`src/sv/ctbc_pkg.sv`:
```
package ctbc_pkg;

    // pipeline depth from accepted input to registered result
    localparam int NUM_STAGES = 4;

    typedef enum logic [1:0] {
        MODE_BOX_BOX       = 2'd0,
        MODE_CIRCLE_CIRCLE = 2'd1,
        MODE_BOX_CIRCLE    = 2'd2
    } t_mode;

    // control that travels down the pipe beside the datapath
    typedef struct packed {
        t_mode mode;
        logic  box_hit;
    } t_ctl;

endpackage

```
`src/sv/ctbc_clamp.sv`:
```
module ctbc_clamp
    import ctbc_pkg::*;
#(
    parameter int COORD_WIDTH = 24
) (
    input  logic                          i_clk,
    input  logic                          i_en,
    input  logic [1:0]                    i_mode,
    input  logic signed [COORD_WIDTH-1:0] i_a_lo_x,
    input  logic signed [COORD_WIDTH-1:0] i_a_lo_y,
    input  logic signed [COORD_WIDTH-1:0] i_a_hi_x,
    input  logic signed [COORD_WIDTH-1:0] i_a_hi_y,
    input  logic signed [COORD_WIDTH-1:0] i_b_lo_x,
    input  logic signed [COORD_WIDTH-1:0] i_b_lo_y,
    input  logic signed [COORD_WIDTH-1:0] i_b_hi_x,
    input  logic signed [COORD_WIDTH-1:0] i_b_hi_y,
    output t_ctl                          o_ctl,
    output logic signed [COORD_WIDTH-1:0] o_px,
    output logic signed [COORD_WIDTH-1:0] o_qx,
    output logic signed [COORD_WIDTH-1:0] o_py,
    output logic signed [COORD_WIDTH-1:0] o_qy,
    output logic [COORD_WIDTH-1:0]        o_rs
);

    t_mode                          mode;
    logic signed [COORD_WIDTH-1:0]  tx, ty, cx, cy;
    logic [COORD_WIDTH-2:0]         ra, rb;
    logic                           apart;

    t_ctl                           n_ctl, r_ctl;
    logic signed [COORD_WIDTH-1:0]  n_px, n_qx, n_py, n_qy;
    logic signed [COORD_WIDTH-1:0]  r_px, r_qx, r_py, r_qy;
    logic [COORD_WIDTH-1:0]         n_rs, r_rs;

    always_comb begin
        mode  = t_mode'(i_mode);
        apart = (i_a_hi_x < i_b_lo_x) || (i_a_lo_x > i_b_hi_x) ||
                (i_a_hi_y < i_b_lo_y) || (i_a_lo_y > i_b_hi_y);

        // clamp circle centre into the box: max(lo, min(c, hi))
        tx = (i_b_lo_x < i_a_hi_x) ? i_b_lo_x : i_a_hi_x;
        cx = (i_a_lo_x > tx) ? i_a_lo_x : tx;
        ty = (i_b_lo_y < i_a_hi_y) ? i_b_lo_y : i_a_hi_y;
        cy = (i_a_lo_y > ty) ? i_a_lo_y : ty;

        // negative radius counts as zero
        ra = i_a_hi_x[COORD_WIDTH-1] ? '0 : i_a_hi_x[COORD_WIDTH-2:0];
        rb = i_b_hi_x[COORD_WIDTH-1] ? '0 : i_b_hi_x[COORD_WIDTH-2:0];

        n_ctl.mode    = mode;
        n_ctl.box_hit = ~apart;

        if (mode == MODE_CIRCLE_CIRCLE) begin
            n_px = i_a_lo_x;
            n_qx = i_b_lo_x;
            n_py = i_a_lo_y;
            n_qy = i_b_lo_y;
            n_rs = {1'b0, ra} + {1'b0, rb};
        end else begin
            n_px = i_b_lo_x;
            n_qx = cx;
            n_py = i_b_lo_y;
            n_qy = cy;
            n_rs = {1'b0, rb};
        end
    end

    always_ff @(posedge i_clk) begin
        if (i_en) begin
            r_ctl <= n_ctl;
            r_px  <= n_px;
            r_qx  <= n_qx;
            r_py  <= n_py;
            r_qy  <= n_qy;
            r_rs  <= n_rs;
        end
    end

    assign o_ctl = r_ctl;
    assign o_px  = r_px;
    assign o_qx  = r_qx;
    assign o_py  = r_py;
    assign o_qy  = r_qy;
    assign o_rs  = r_rs;

endmodule

```
`src/sv/ctbc_absdiff.sv`:
```
module ctbc_absdiff
    import ctbc_pkg::*;
#(
    parameter int COORD_WIDTH = 24
) (
    input  logic                          i_clk,
    input  logic                          i_en,
    input  t_ctl                          i_ctl,
    input  logic signed [COORD_WIDTH-1:0] i_px,
    input  logic signed [COORD_WIDTH-1:0] i_qx,
    input  logic signed [COORD_WIDTH-1:0] i_py,
    input  logic signed [COORD_WIDTH-1:0] i_qy,
    input  logic [COORD_WIDTH-1:0]        i_rs,
    output t_ctl                          o_ctl,
    output logic [COORD_WIDTH-1:0]        o_dx,
    output logic [COORD_WIDTH-1:0]        o_dy,
    output logic [COORD_WIDTH-1:0]        o_rs
);

    logic signed [COORD_WIDTH:0] pq_x, qp_x, pq_y, qp_y;
    logic [COORD_WIDTH-1:0]      n_dx, n_dy, r_dx, r_dy, r_rs;
    t_ctl                        r_ctl;

    always_comb begin
        pq_x = {i_px[COORD_WIDTH-1], i_px} - {i_qx[COORD_WIDTH-1], i_qx};
        qp_x = {i_qx[COORD_WIDTH-1], i_qx} - {i_px[COORD_WIDTH-1], i_px};
        pq_y = {i_py[COORD_WIDTH-1], i_py} - {i_qy[COORD_WIDTH-1], i_qy};
        qp_y = {i_qy[COORD_WIDTH-1], i_qy} - {i_py[COORD_WIDTH-1], i_py};
        // magnitude of a difference always fits the coordinate width unsigned
        n_dx = pq_x[COORD_WIDTH] ? qp_x[COORD_WIDTH-1:0] : pq_x[COORD_WIDTH-1:0];
        n_dy = pq_y[COORD_WIDTH] ? qp_y[COORD_WIDTH-1:0] : pq_y[COORD_WIDTH-1:0];
    end

    always_ff @(posedge i_clk) begin
        if (i_en) begin
            r_ctl <= i_ctl;
            r_dx  <= n_dx;
            r_dy  <= n_dy;
            r_rs  <= i_rs;
        end
    end

    assign o_ctl = r_ctl;
    assign o_dx  = r_dx;
    assign o_dy  = r_dy;
    assign o_rs  = r_rs;

endmodule

```
`src/sv/ctbc_square.sv`:
```
module ctbc_square
    import ctbc_pkg::*;
#(
    parameter int COORD_WIDTH = 24
) (
    input  logic                       i_clk,
    input  logic                       i_en,
    input  t_ctl                       i_ctl,
    input  logic [COORD_WIDTH-1:0]     i_dx,
    input  logic [COORD_WIDTH-1:0]     i_dy,
    input  logic [COORD_WIDTH-1:0]     i_rs,
    output t_ctl                       o_ctl,
    output logic [2*COORD_WIDTH-1:0]   o_sx,
    output logic [2*COORD_WIDTH-1:0]   o_sy,
    output logic [2*COORD_WIDTH-1:0]   o_rr
);

    localparam int SQ_WIDTH = 2 * COORD_WIDTH;

    logic [SQ_WIDTH-1:0] n_sx, n_sy, n_rr, r_sx, r_sy, r_rr;
    t_ctl                r_ctl;

    assign n_sx = SQ_WIDTH'(i_dx) * SQ_WIDTH'(i_dx);
    assign n_sy = SQ_WIDTH'(i_dy) * SQ_WIDTH'(i_dy);
    assign n_rr = SQ_WIDTH'(i_rs) * SQ_WIDTH'(i_rs);

    always_ff @(posedge i_clk) begin
        if (i_en) begin
            r_ctl <= i_ctl;
            r_sx  <= n_sx;
            r_sy  <= n_sy;
            r_rr  <= n_rr;
        end
    end

    assign o_ctl = r_ctl;
    assign o_sx  = r_sx;
    assign o_sy  = r_sy;
    assign o_rr  = r_rr;

endmodule

```
`src/sv/ctbc_compare.sv`:
```
module ctbc_compare
    import ctbc_pkg::*;
#(
    parameter int COORD_WIDTH = 24
) (
    input  logic                       i_clk,
    input  logic                       i_en,
    input  t_ctl                       i_ctl,
    input  logic [2*COORD_WIDTH-1:0]   i_sx,
    input  logic [2*COORD_WIDTH-1:0]   i_sy,
    input  logic [2*COORD_WIDTH-1:0]   i_rr,
    output logic                       o_hit
);

    localparam int SUM_WIDTH = 2 * COORD_WIDTH + 1;

    logic [SUM_WIDTH-1:0] dist_sq;
    logic                 n_hit, r_hit;

    always_comb begin
        dist_sq = SUM_WIDTH'(i_sx) + SUM_WIDTH'(i_sy);
        case (i_ctl.mode)
            MODE_BOX_BOX: begin
                n_hit = i_ctl.box_hit;
            end
            MODE_CIRCLE_CIRCLE, MODE_BOX_CIRCLE: begin
                n_hit = dist_sq < SUM_WIDTH'(i_rr);
            end
            default: begin
                n_hit = 1'b0;
            end
        endcase
    end

    always_ff @(posedge i_clk) begin
        if (i_en) begin
            r_hit <= n_hit;
        end
    end

    assign o_hit = r_hit;

endmodule

```
`src/sv/collision_test_box_circle.sv`:
```
// four register stages (clamp, abs diff, square, compare) lie between an accepted input
// transaction and o_valid; throughput: one transaction per cycle unless the sink stalls;
// each stage has its own valid bit, so bubbles close up under stall
// reset: synchronous active-low i_rst_n clears the stage valid bits only;
// the datapath registers are not reset
module collision_test_box_circle
    import ctbc_pkg::*;
#(
    parameter int COORD_WIDTH = 24
) (
    input  logic                          i_clk,
    input  logic                          i_rst_n,
    input  logic                          i_valid,
    output logic                          o_ready,
    input  logic [1:0]                    i_mode,
    input  logic signed [COORD_WIDTH-1:0] i_a_lo_x,
    input  logic signed [COORD_WIDTH-1:0] i_a_lo_y,
    input  logic signed [COORD_WIDTH-1:0] i_a_hi_x,
    input  logic signed [COORD_WIDTH-1:0] i_a_hi_y,
    input  logic signed [COORD_WIDTH-1:0] i_b_lo_x,
    input  logic signed [COORD_WIDTH-1:0] i_b_lo_y,
    input  logic signed [COORD_WIDTH-1:0] i_b_hi_x,
    input  logic signed [COORD_WIDTH-1:0] i_b_hi_y,
    output logic                          o_valid,
    input  logic                          i_ready,
    output logic                          o_hit
);

    logic [NUM_STAGES-1:0] r_v, n_v, stage_en;

    t_ctl                          ctl1, ctl2, ctl3;
    logic signed [COORD_WIDTH-1:0] px, qx, py, qy;
    logic [COORD_WIDTH-1:0]        rs1, rs2, dx, dy;
    logic [2*COORD_WIDTH-1:0]      sx, sy, rr;

    // a stage loads when it is empty or the stage after it moves on
    always_comb begin
        stage_en[NUM_STAGES-1] = i_ready | ~r_v[NUM_STAGES-1];
        for (int k = NUM_STAGES - 2; k >= 0; k--) begin
            stage_en[k] = stage_en[k+1] | ~r_v[k];
        end
        n_v = r_v;
        if (stage_en[0]) begin
            n_v[0] = i_valid;
        end
        for (int k = 1; k < NUM_STAGES; k++) begin
            if (stage_en[k]) begin
                n_v[k] = r_v[k-1];
            end
        end
    end

    always_ff @(posedge i_clk) begin
        if (!i_rst_n) begin
            r_v <= '0;
        end else begin
            r_v <= n_v;
        end
    end

    assign o_ready = stage_en[0];
    assign o_valid = r_v[NUM_STAGES-1];

    ctbc_clamp #(.COORD_WIDTH(COORD_WIDTH)) u_clamp (
        .i_clk    (i_clk),
        .i_en     (stage_en[0]),
        .i_mode   (i_mode),
        .i_a_lo_x (i_a_lo_x),
        .i_a_lo_y (i_a_lo_y),
        .i_a_hi_x (i_a_hi_x),
        .i_a_hi_y (i_a_hi_y),
        .i_b_lo_x (i_b_lo_x),
        .i_b_lo_y (i_b_lo_y),
        .i_b_hi_x (i_b_hi_x),
        .i_b_hi_y (i_b_hi_y),
        .o_ctl    (ctl1),
        .o_px     (px),
        .o_qx     (qx),
        .o_py     (py),
        .o_qy     (qy),
        .o_rs     (rs1)
    );

    ctbc_absdiff #(.COORD_WIDTH(COORD_WIDTH)) u_absdiff (
        .i_clk (i_clk),
        .i_en  (stage_en[1]),
        .i_ctl (ctl1),
        .i_px  (px),
        .i_qx  (qx),
        .i_py  (py),
        .i_qy  (qy),
        .i_rs  (rs1),
        .o_ctl (ctl2),
        .o_dx  (dx),
        .o_dy  (dy),
        .o_rs  (rs2)
    );

    ctbc_square #(.COORD_WIDTH(COORD_WIDTH)) u_square (
        .i_clk (i_clk),
        .i_en  (stage_en[2]),
        .i_ctl (ctl2),
        .i_dx  (dx),
        .i_dy  (dy),
        .i_rs  (rs2),
        .o_ctl (ctl3),
        .o_sx  (sx),
        .o_sy  (sy),
        .o_rr  (rr)
    );

    ctbc_compare #(.COORD_WIDTH(COORD_WIDTH)) u_compare (
        .i_clk (i_clk),
        .i_en  (stage_en[3]),
        .i_ctl (ctl3),
        .i_sx  (sx),
        .i_sy  (sy),
        .i_rr  (rr),
        .o_hit (o_hit)
    );

endmodule

```
`config.mk`:
```
export PLATFORM = sky130hd
export DESIGN_NAME = collision_test_box_circle
export DESIGN_NICKNAME = d
export VERILOG_FILES = /design/src/sv/ctbc_pkg.sv /design/src/sv/ctbc_clamp.sv /design/src/sv/ctbc_absdiff.sv /design/src/sv/ctbc_square.sv /design/src/sv/ctbc_compare.sv /design/src/sv/collision_test_box_circle.sv
export SDC_FILE = /design/constraint.sdc
export NUM_CORES = 2
export LEC_CHECK = 0
export ABC_AREA = 1
export BUFFER_PORTS_ARGS = -buffer_cell sky130_fd_sc_hd__buf_2
export CORE_MARGIN = 8
export CORE_UTILIZATION = 25
export CTS_CLUSTER_SIZE = 20
export DETAILED_ROUTE_END_ITERATION = 6
export GPL_TIMING_DRIVEN = 0
export PLACE_DENSITY = 0.38
export SLEW_MARGIN = 10
export SYNTH_ARGS = -nofsm -noshare
export SYNTH_HDL_FRONTEND = slang
export SYNTH_SLANG_ARGS = --single-unit
```
`constraint.sdc`:
```
create_clock -name i_clk -period 10.9 [get_ports i_clk]
set_clock_uncertainty 0.1 [all_clocks]
set_input_delay 1.09 -clock i_clk [delete_from_list [all_inputs] [get_ports i_clk]]
set_output_delay 1.09 -clock i_clk [all_outputs]
set_load 0.005 [all_outputs]
```
# --- After elaboration in Yosys (flattened, before gate mapping) ---
# Cells that the tools add are included.
classes:
  n_mux: 14
  n_reduce_logical: 5
  n_mul: 3
  n_eq_ne: 3
  addsub: 6
  bitwise_logic: 9
  n_lt_le_gt_ge: 9
op_table:
  columns: ["op", "count"]
  rows:
  - ["$mux 24", 10]
  - ["$mul 24x24->48", 3]
  - ["$gt 24x24->1", 4]
  - ["$lt 24x24->1", 4]
  - ["$mux 23", 3]
  - ["$sub 24x24->25", 2]
  - ["$add 48x48->49", 1]
  - ["$lt 49x48->1", 1]
  - ["$sub 24x24->24", 2]
  - ["$add 23x23->24", 1]
  - ["$not 1->1", 5]
  - ["$eq 2x1->1 const B", 2]
  - ["$or 1x1->1", 4]
  - ["$logic_or 1x1->1", 3]
  - ["$eq 2x2->1 const B", 1]
  - ["$logic_not 2->1", 1]
  - ["$pmux 1 s2", 1]
  - ["$reduce_or 2->1", 1]
totals:
  in_bits: 198
  reg_bits: 350
  output_inout_bits: 3
  elab_cells: 72

# --- Longest topological paths before layout ---
depth:
  ltp_word: 5
  depth_mapped: 30
  ltp_nobuf: 29

# --- By module ---
# From an unflattened synthesis, not the netlist that was laid out.
unflattened:
  cells_unflattened: 11164
  hier_area_um2: 83333.7
modules_own_cells:
  columns: ["mod", "instances", "cells_each", "seq_area_each_um2", "area_each_um2"]
  rows:
  - ["ctbc_square", 1, 7127, 4324.1, 57002.2]
  - ["ctbc_clamp", 1, 1709, 3693.5, 12032.8]
  - ["ctbc_absdiff", 1, 1556, 2252.2, 9582.9]
  - ["ctbc_compare", 1, 753, 30.0, 4549.4]
  - ["collision_test_box_circle", 1, 19, 80.1, 166.4]

# --- Worst setup path after synthesis ---
# No wires, ideal clock.
synth_path:
  path_type: "input-to-output"
  startpoint: "in i_ready"
  endpoint: "out o_ready"
  stages: 6
  path_buffers: 0
  slack_ps: 2620
  t_required_ps: 9710
  arrival_ps: 7090
  cell_sequence: "nor2_1 > inv_1 > nor2_1 > inv_1 > nor2_1 > nand2_1"
synth_via:
  elab_chain_len: 4
synth_lines:
  columns: ["element", "line", "text"]
  rows:
  - ["start, declared", "collision_test_box_circle.sv:25", "input logic i_ready,"]
  - ["$or 1x1->1", "collision_test_box_circle.sv:38", "stage_en[NUM_STAGES-1] = i_ready | ~r_v[NUM_STAGES-1];"]
  - ["named net u_compare.i_en", "ctbc_compare.sv:7", "input logic i_en,"]
  - ["$or 1x1->1", "collision_test_box_circle.sv:40", "stage_en[k] = stage_en[k+1] | ~r_v[k];"]
  - ["named net u_square.i_en", "ctbc_square.sv:7", "input logic i_en,"]
  - ["$or 1x1->1 (2 in series)", "collision_test_box_circle.sv:40", null]
  - ["end, declared", "collision_test_box_circle.sv:14", "output logic o_ready,"]
# The timed path passes the listed nets, and every way through them passes these cells.

# --- Worst setup path in the final report ---
layout_path:
  startpoint: "reg u_absdiff.r_rs[12] (netlist: u_absdiff.o_rs[12])"
  endpoint: "reg u_square.r_rr[45] (netlist: u_square.o_rr[45]) (data pin)"
layout_via:
  elab_chain_len: 1
layout_lines:
  columns: ["element", "line", "text"]
  rows:
  - ["start, declared", "ctbc_absdiff.sv:21", "logic [COORD_WIDTH-1:0] n_dx, n_dy, r_dx, r_dy, r_rs;"]
  - ["start signal, assigned", "ctbc_absdiff.sv:39", "r_rs <= i_rs;"]
  - ["$mul 24x24->48", "ctbc_square.sv:25", "assign n_rr = SQ_WIDTH'(i_rs) * SQ_WIDTH'(i_rs);"]
  - ["named net u_square.n_rr[45]", "ctbc_square.sv:20", "logic [SQ_WIDTH-1:0] n_sx, n_sy, n_rr, r_sx, r_sy, r_rr;"]
  - ["end signal, assigned", "ctbc_square.sv:32", "r_rr <= n_rr;"]
  - ["end, declared", "ctbc_square.sv:20", null]
# The timed path passes the listed nets, and every way through them passes these cells.
# A chain may end at the register's enable or synchronous reset.

==> impl_metrics.tcl <==
set metrics [dict create \
    fp.dieH_um 576 \
    wl_met3_um 9860 \
    cts_resized 0 \
    grt_usage_pct 16.5 \
    top_layer_used "met5" \
    crit_fanout 10 \
    postCtsHoldBufs 0 \
    slew_violations 0 \
    ys_ff_latch 347 \
    grt-ovfl-total 0 \
    std_cell_rows 205 \
    hold_slack_ps 318 \
    vias_per_cell 4.39 \
    vias 62100 \
    synth_nets 12100 \
    hold_class "reg2reg" \
    max_slew_margin_pct 10.9 \
    place.detailed.hpwl_um 239000 \
    finalWorstSetupSlack_ps 2480 \
    cts_max_level 2 \
    max_freq_mhz 119 \
    nFillCells 34300 \
    detail-route-antenna-nets 0 \
    dp_slack_ps 2580 \
    initial_core_util_pct 25.1 \
    maxCapViolCount 0 \
    syn_area_um2 78300 \
    finalNetCount 12300 \
    rsz0062_at_grt "false" \
    synth_edf_count 343 \
    dr_wl_met2_um 134000 \
    grt_pass1_wl_um 419000 \
    yosysTopAreaCell "fa_1" \
    min_period_over_period_pct 77.2 \
    ys_seq_area_share_pct 13.3 \
    placed_cell_area_um2 84600 \
    seqCellArea_um2 10400 \
    status "complete, no violations" \
    syn_area_per_cell_um2 8.06 \
    dr.pass1.iters 6 \
    cp.required_ps 11160 \
    gp_congestion 0.891 \
    slowest_stage "edfxtp_1" \
    synthFlopType "edfxtp_1" \
    synth_common_cells "inv_1 (2749), nand2_1 (1927), fa_1 (1271)" \
    postCtsSetupBuffers 0 \
    cp-start-kind "register" \
    crit_arrival_ps 8680 \
    worstSetupPathType "reg2reg" \
    period_needed_ps 8420 \
    tightest_slew_ps 1340 \
    pin_count 201 \
    synth_cell_types 56 \
    cts.clk_slew.worst_paths_ps 60 \
    grt_max_degree 94 \
    grt_pass1_vias 67900 \
    setup_tns_ps 0 \
    wl_per_cell_um 19.5 \
    design.core.area_um2 312000 \
    synthArstFlopShare_pct 0 \
    drive_gt1_share_pct 3.74 \
    hold_viol_final 0 \
    numPortBuffers 199 \
    yosysMostFrequentCell "inv_1" \
    cpPeakStageDelay_ps 830 \
    cts_max_path_buffers 3 \
    clkLatencyLatePin_ps 640 \
    dieWidth_um 576 \
    synth_area_leaders "fa_1 (33%), ha_1 (14%), inv_1 (13%)" \
    stdcell_area_um2 86100 \
    multiInputGateArea_um2 56500 \
    cts_tree "yes" \
    syn2layout_area_growth_pct 10.0 \
    endpoint_kind "register" \
    finalSetupViolations 0 \
    die-area_um2 331000 \
    antenna_found_initial 23 \
    synth_warnings 0 \
    synth.top_cell.area_share_pct 32.5 \
    cts_buffers 45 \
    drtIter0Drc 3519 \
    synthCells 9716 \
    cts-root-buf "clkbuf_16" \
    drc 0 \
    wl_met1_um 127000 \
    cts_sinks 347 \
    totalWireLength_um 276000 \
]
[worst max-delay path, delay by kind of cell (launching register included)]
family / cells / cell delay (ps)
XOR/XNOR: 1 / 60
flip-flops: 1 / 830
adder cells (fa/ha/maj): 8 / 3950
AND/OR/NAND/NOR: 11 / 1930
buffers and inverters: 8 / 1270
[state kept, by name, summed over array words and instances, names as in the netlist]
signal / cells
u_absdiff.o_rs: 24
u_clamp.o_qy: 24
u_clamp.o_qx: 24
u_square.o_sx: 47
u_square.o_sy: 47
u_clamp.o_ctl: 3
u_clamp.o_px: 24
u_square.o_ctl: 3
r_v: 4
u_absdiff.o_dx: 24
u_absdiff.o_ctl: 3
u_clamp.o_rs: 24
u_absdiff.o_dy: 24
u_compare.o_hit: 1
u_clamp.o_py: 24
u_square.o_rr: 47
[stage by stage]
stage,util (%),instances
finish,27.6,14100
global route,27.6,14100
CTS,27.6,14100
detailed placement,27.1,14100
global placement,27.1,14100
floorplan,-,9716
[cells in the final DEF, fill, tap and decap left out, types with 9 or more instances in the layout]
cell type / n
ha_1: 886
xor2_1: 200
nor4_1: 24
clkbuf_16: 45
o21ai_1: 18
nor3_1: 39
a21boi_0: 10
a31oi_1: 53
o21a_1: 34
nor2_1: 493
edfxtp_1: 343
and3_1: 10
clkbuf_1: 195
o211ai_1: 13
o221ai_1: 9
xnor2_1: 98
o21bai_1: 36
buf_2: 224
nand4_1: 50
clkbuf_2: 25
o21ai_0: 307
fa_1: 1271
and2_1: 48
or2_2: 14
a21oi_1: 462
a21o_1: 45
nand2_1: 1926
nand3_1: 266
inv_1: 2747
[layout make-up]
cell class / instances / area share (%)
Clock inverter: 29 / 0.424
Clock buffer: 51 / 1.33
Buffer: 249 / 1.22
Inverter: 2753 / 12.0
Antenna cell: 4 / 0.0116
Tap cell: 4140 / 6.02
Multi-Input combinational cell: 6367 / 65.6
Timing Repair Buffer: 204 / 1.30
Sequential cell: 347 / 12.1
[logic make-up after synthesis]
kind of cell    synth area share [%]
buf+inv                         14.5
simple gates                    14.9
fa+ha+maj                       46.7
compound gates                  7.27
flops                           13.3
xor+xnor                        3.33
[routing by layer]
layer,global-route usage (%),up-vias
li1,-,29700
met1,22.1,31100
met2,29.2,1135
met3,1.52,229
met4,3.33,12
met5,0,-
[final timing paths]
kind | endpoint | depth (start not counted) | from | slack, ps
worst max-delay path | u_square.o_rr[45] | 28 | u_absdiff.o_rs[12] | 2480
worst min-delay path | u_absdiff.o_rs[21] | 0 | u_clamp.o_rs[21] | 320
worst max register to register | u_square.o_rr[45] | 28 | u_absdiff.o_rs[12] | 2480
worst min register to register | u_absdiff.o_rs[21] | 0 | u_clamp.o_rs[21] | 320
Power is not shown: default switching activity piles up to over one toggle a cycle in this logic, so the estimate is an artifact.
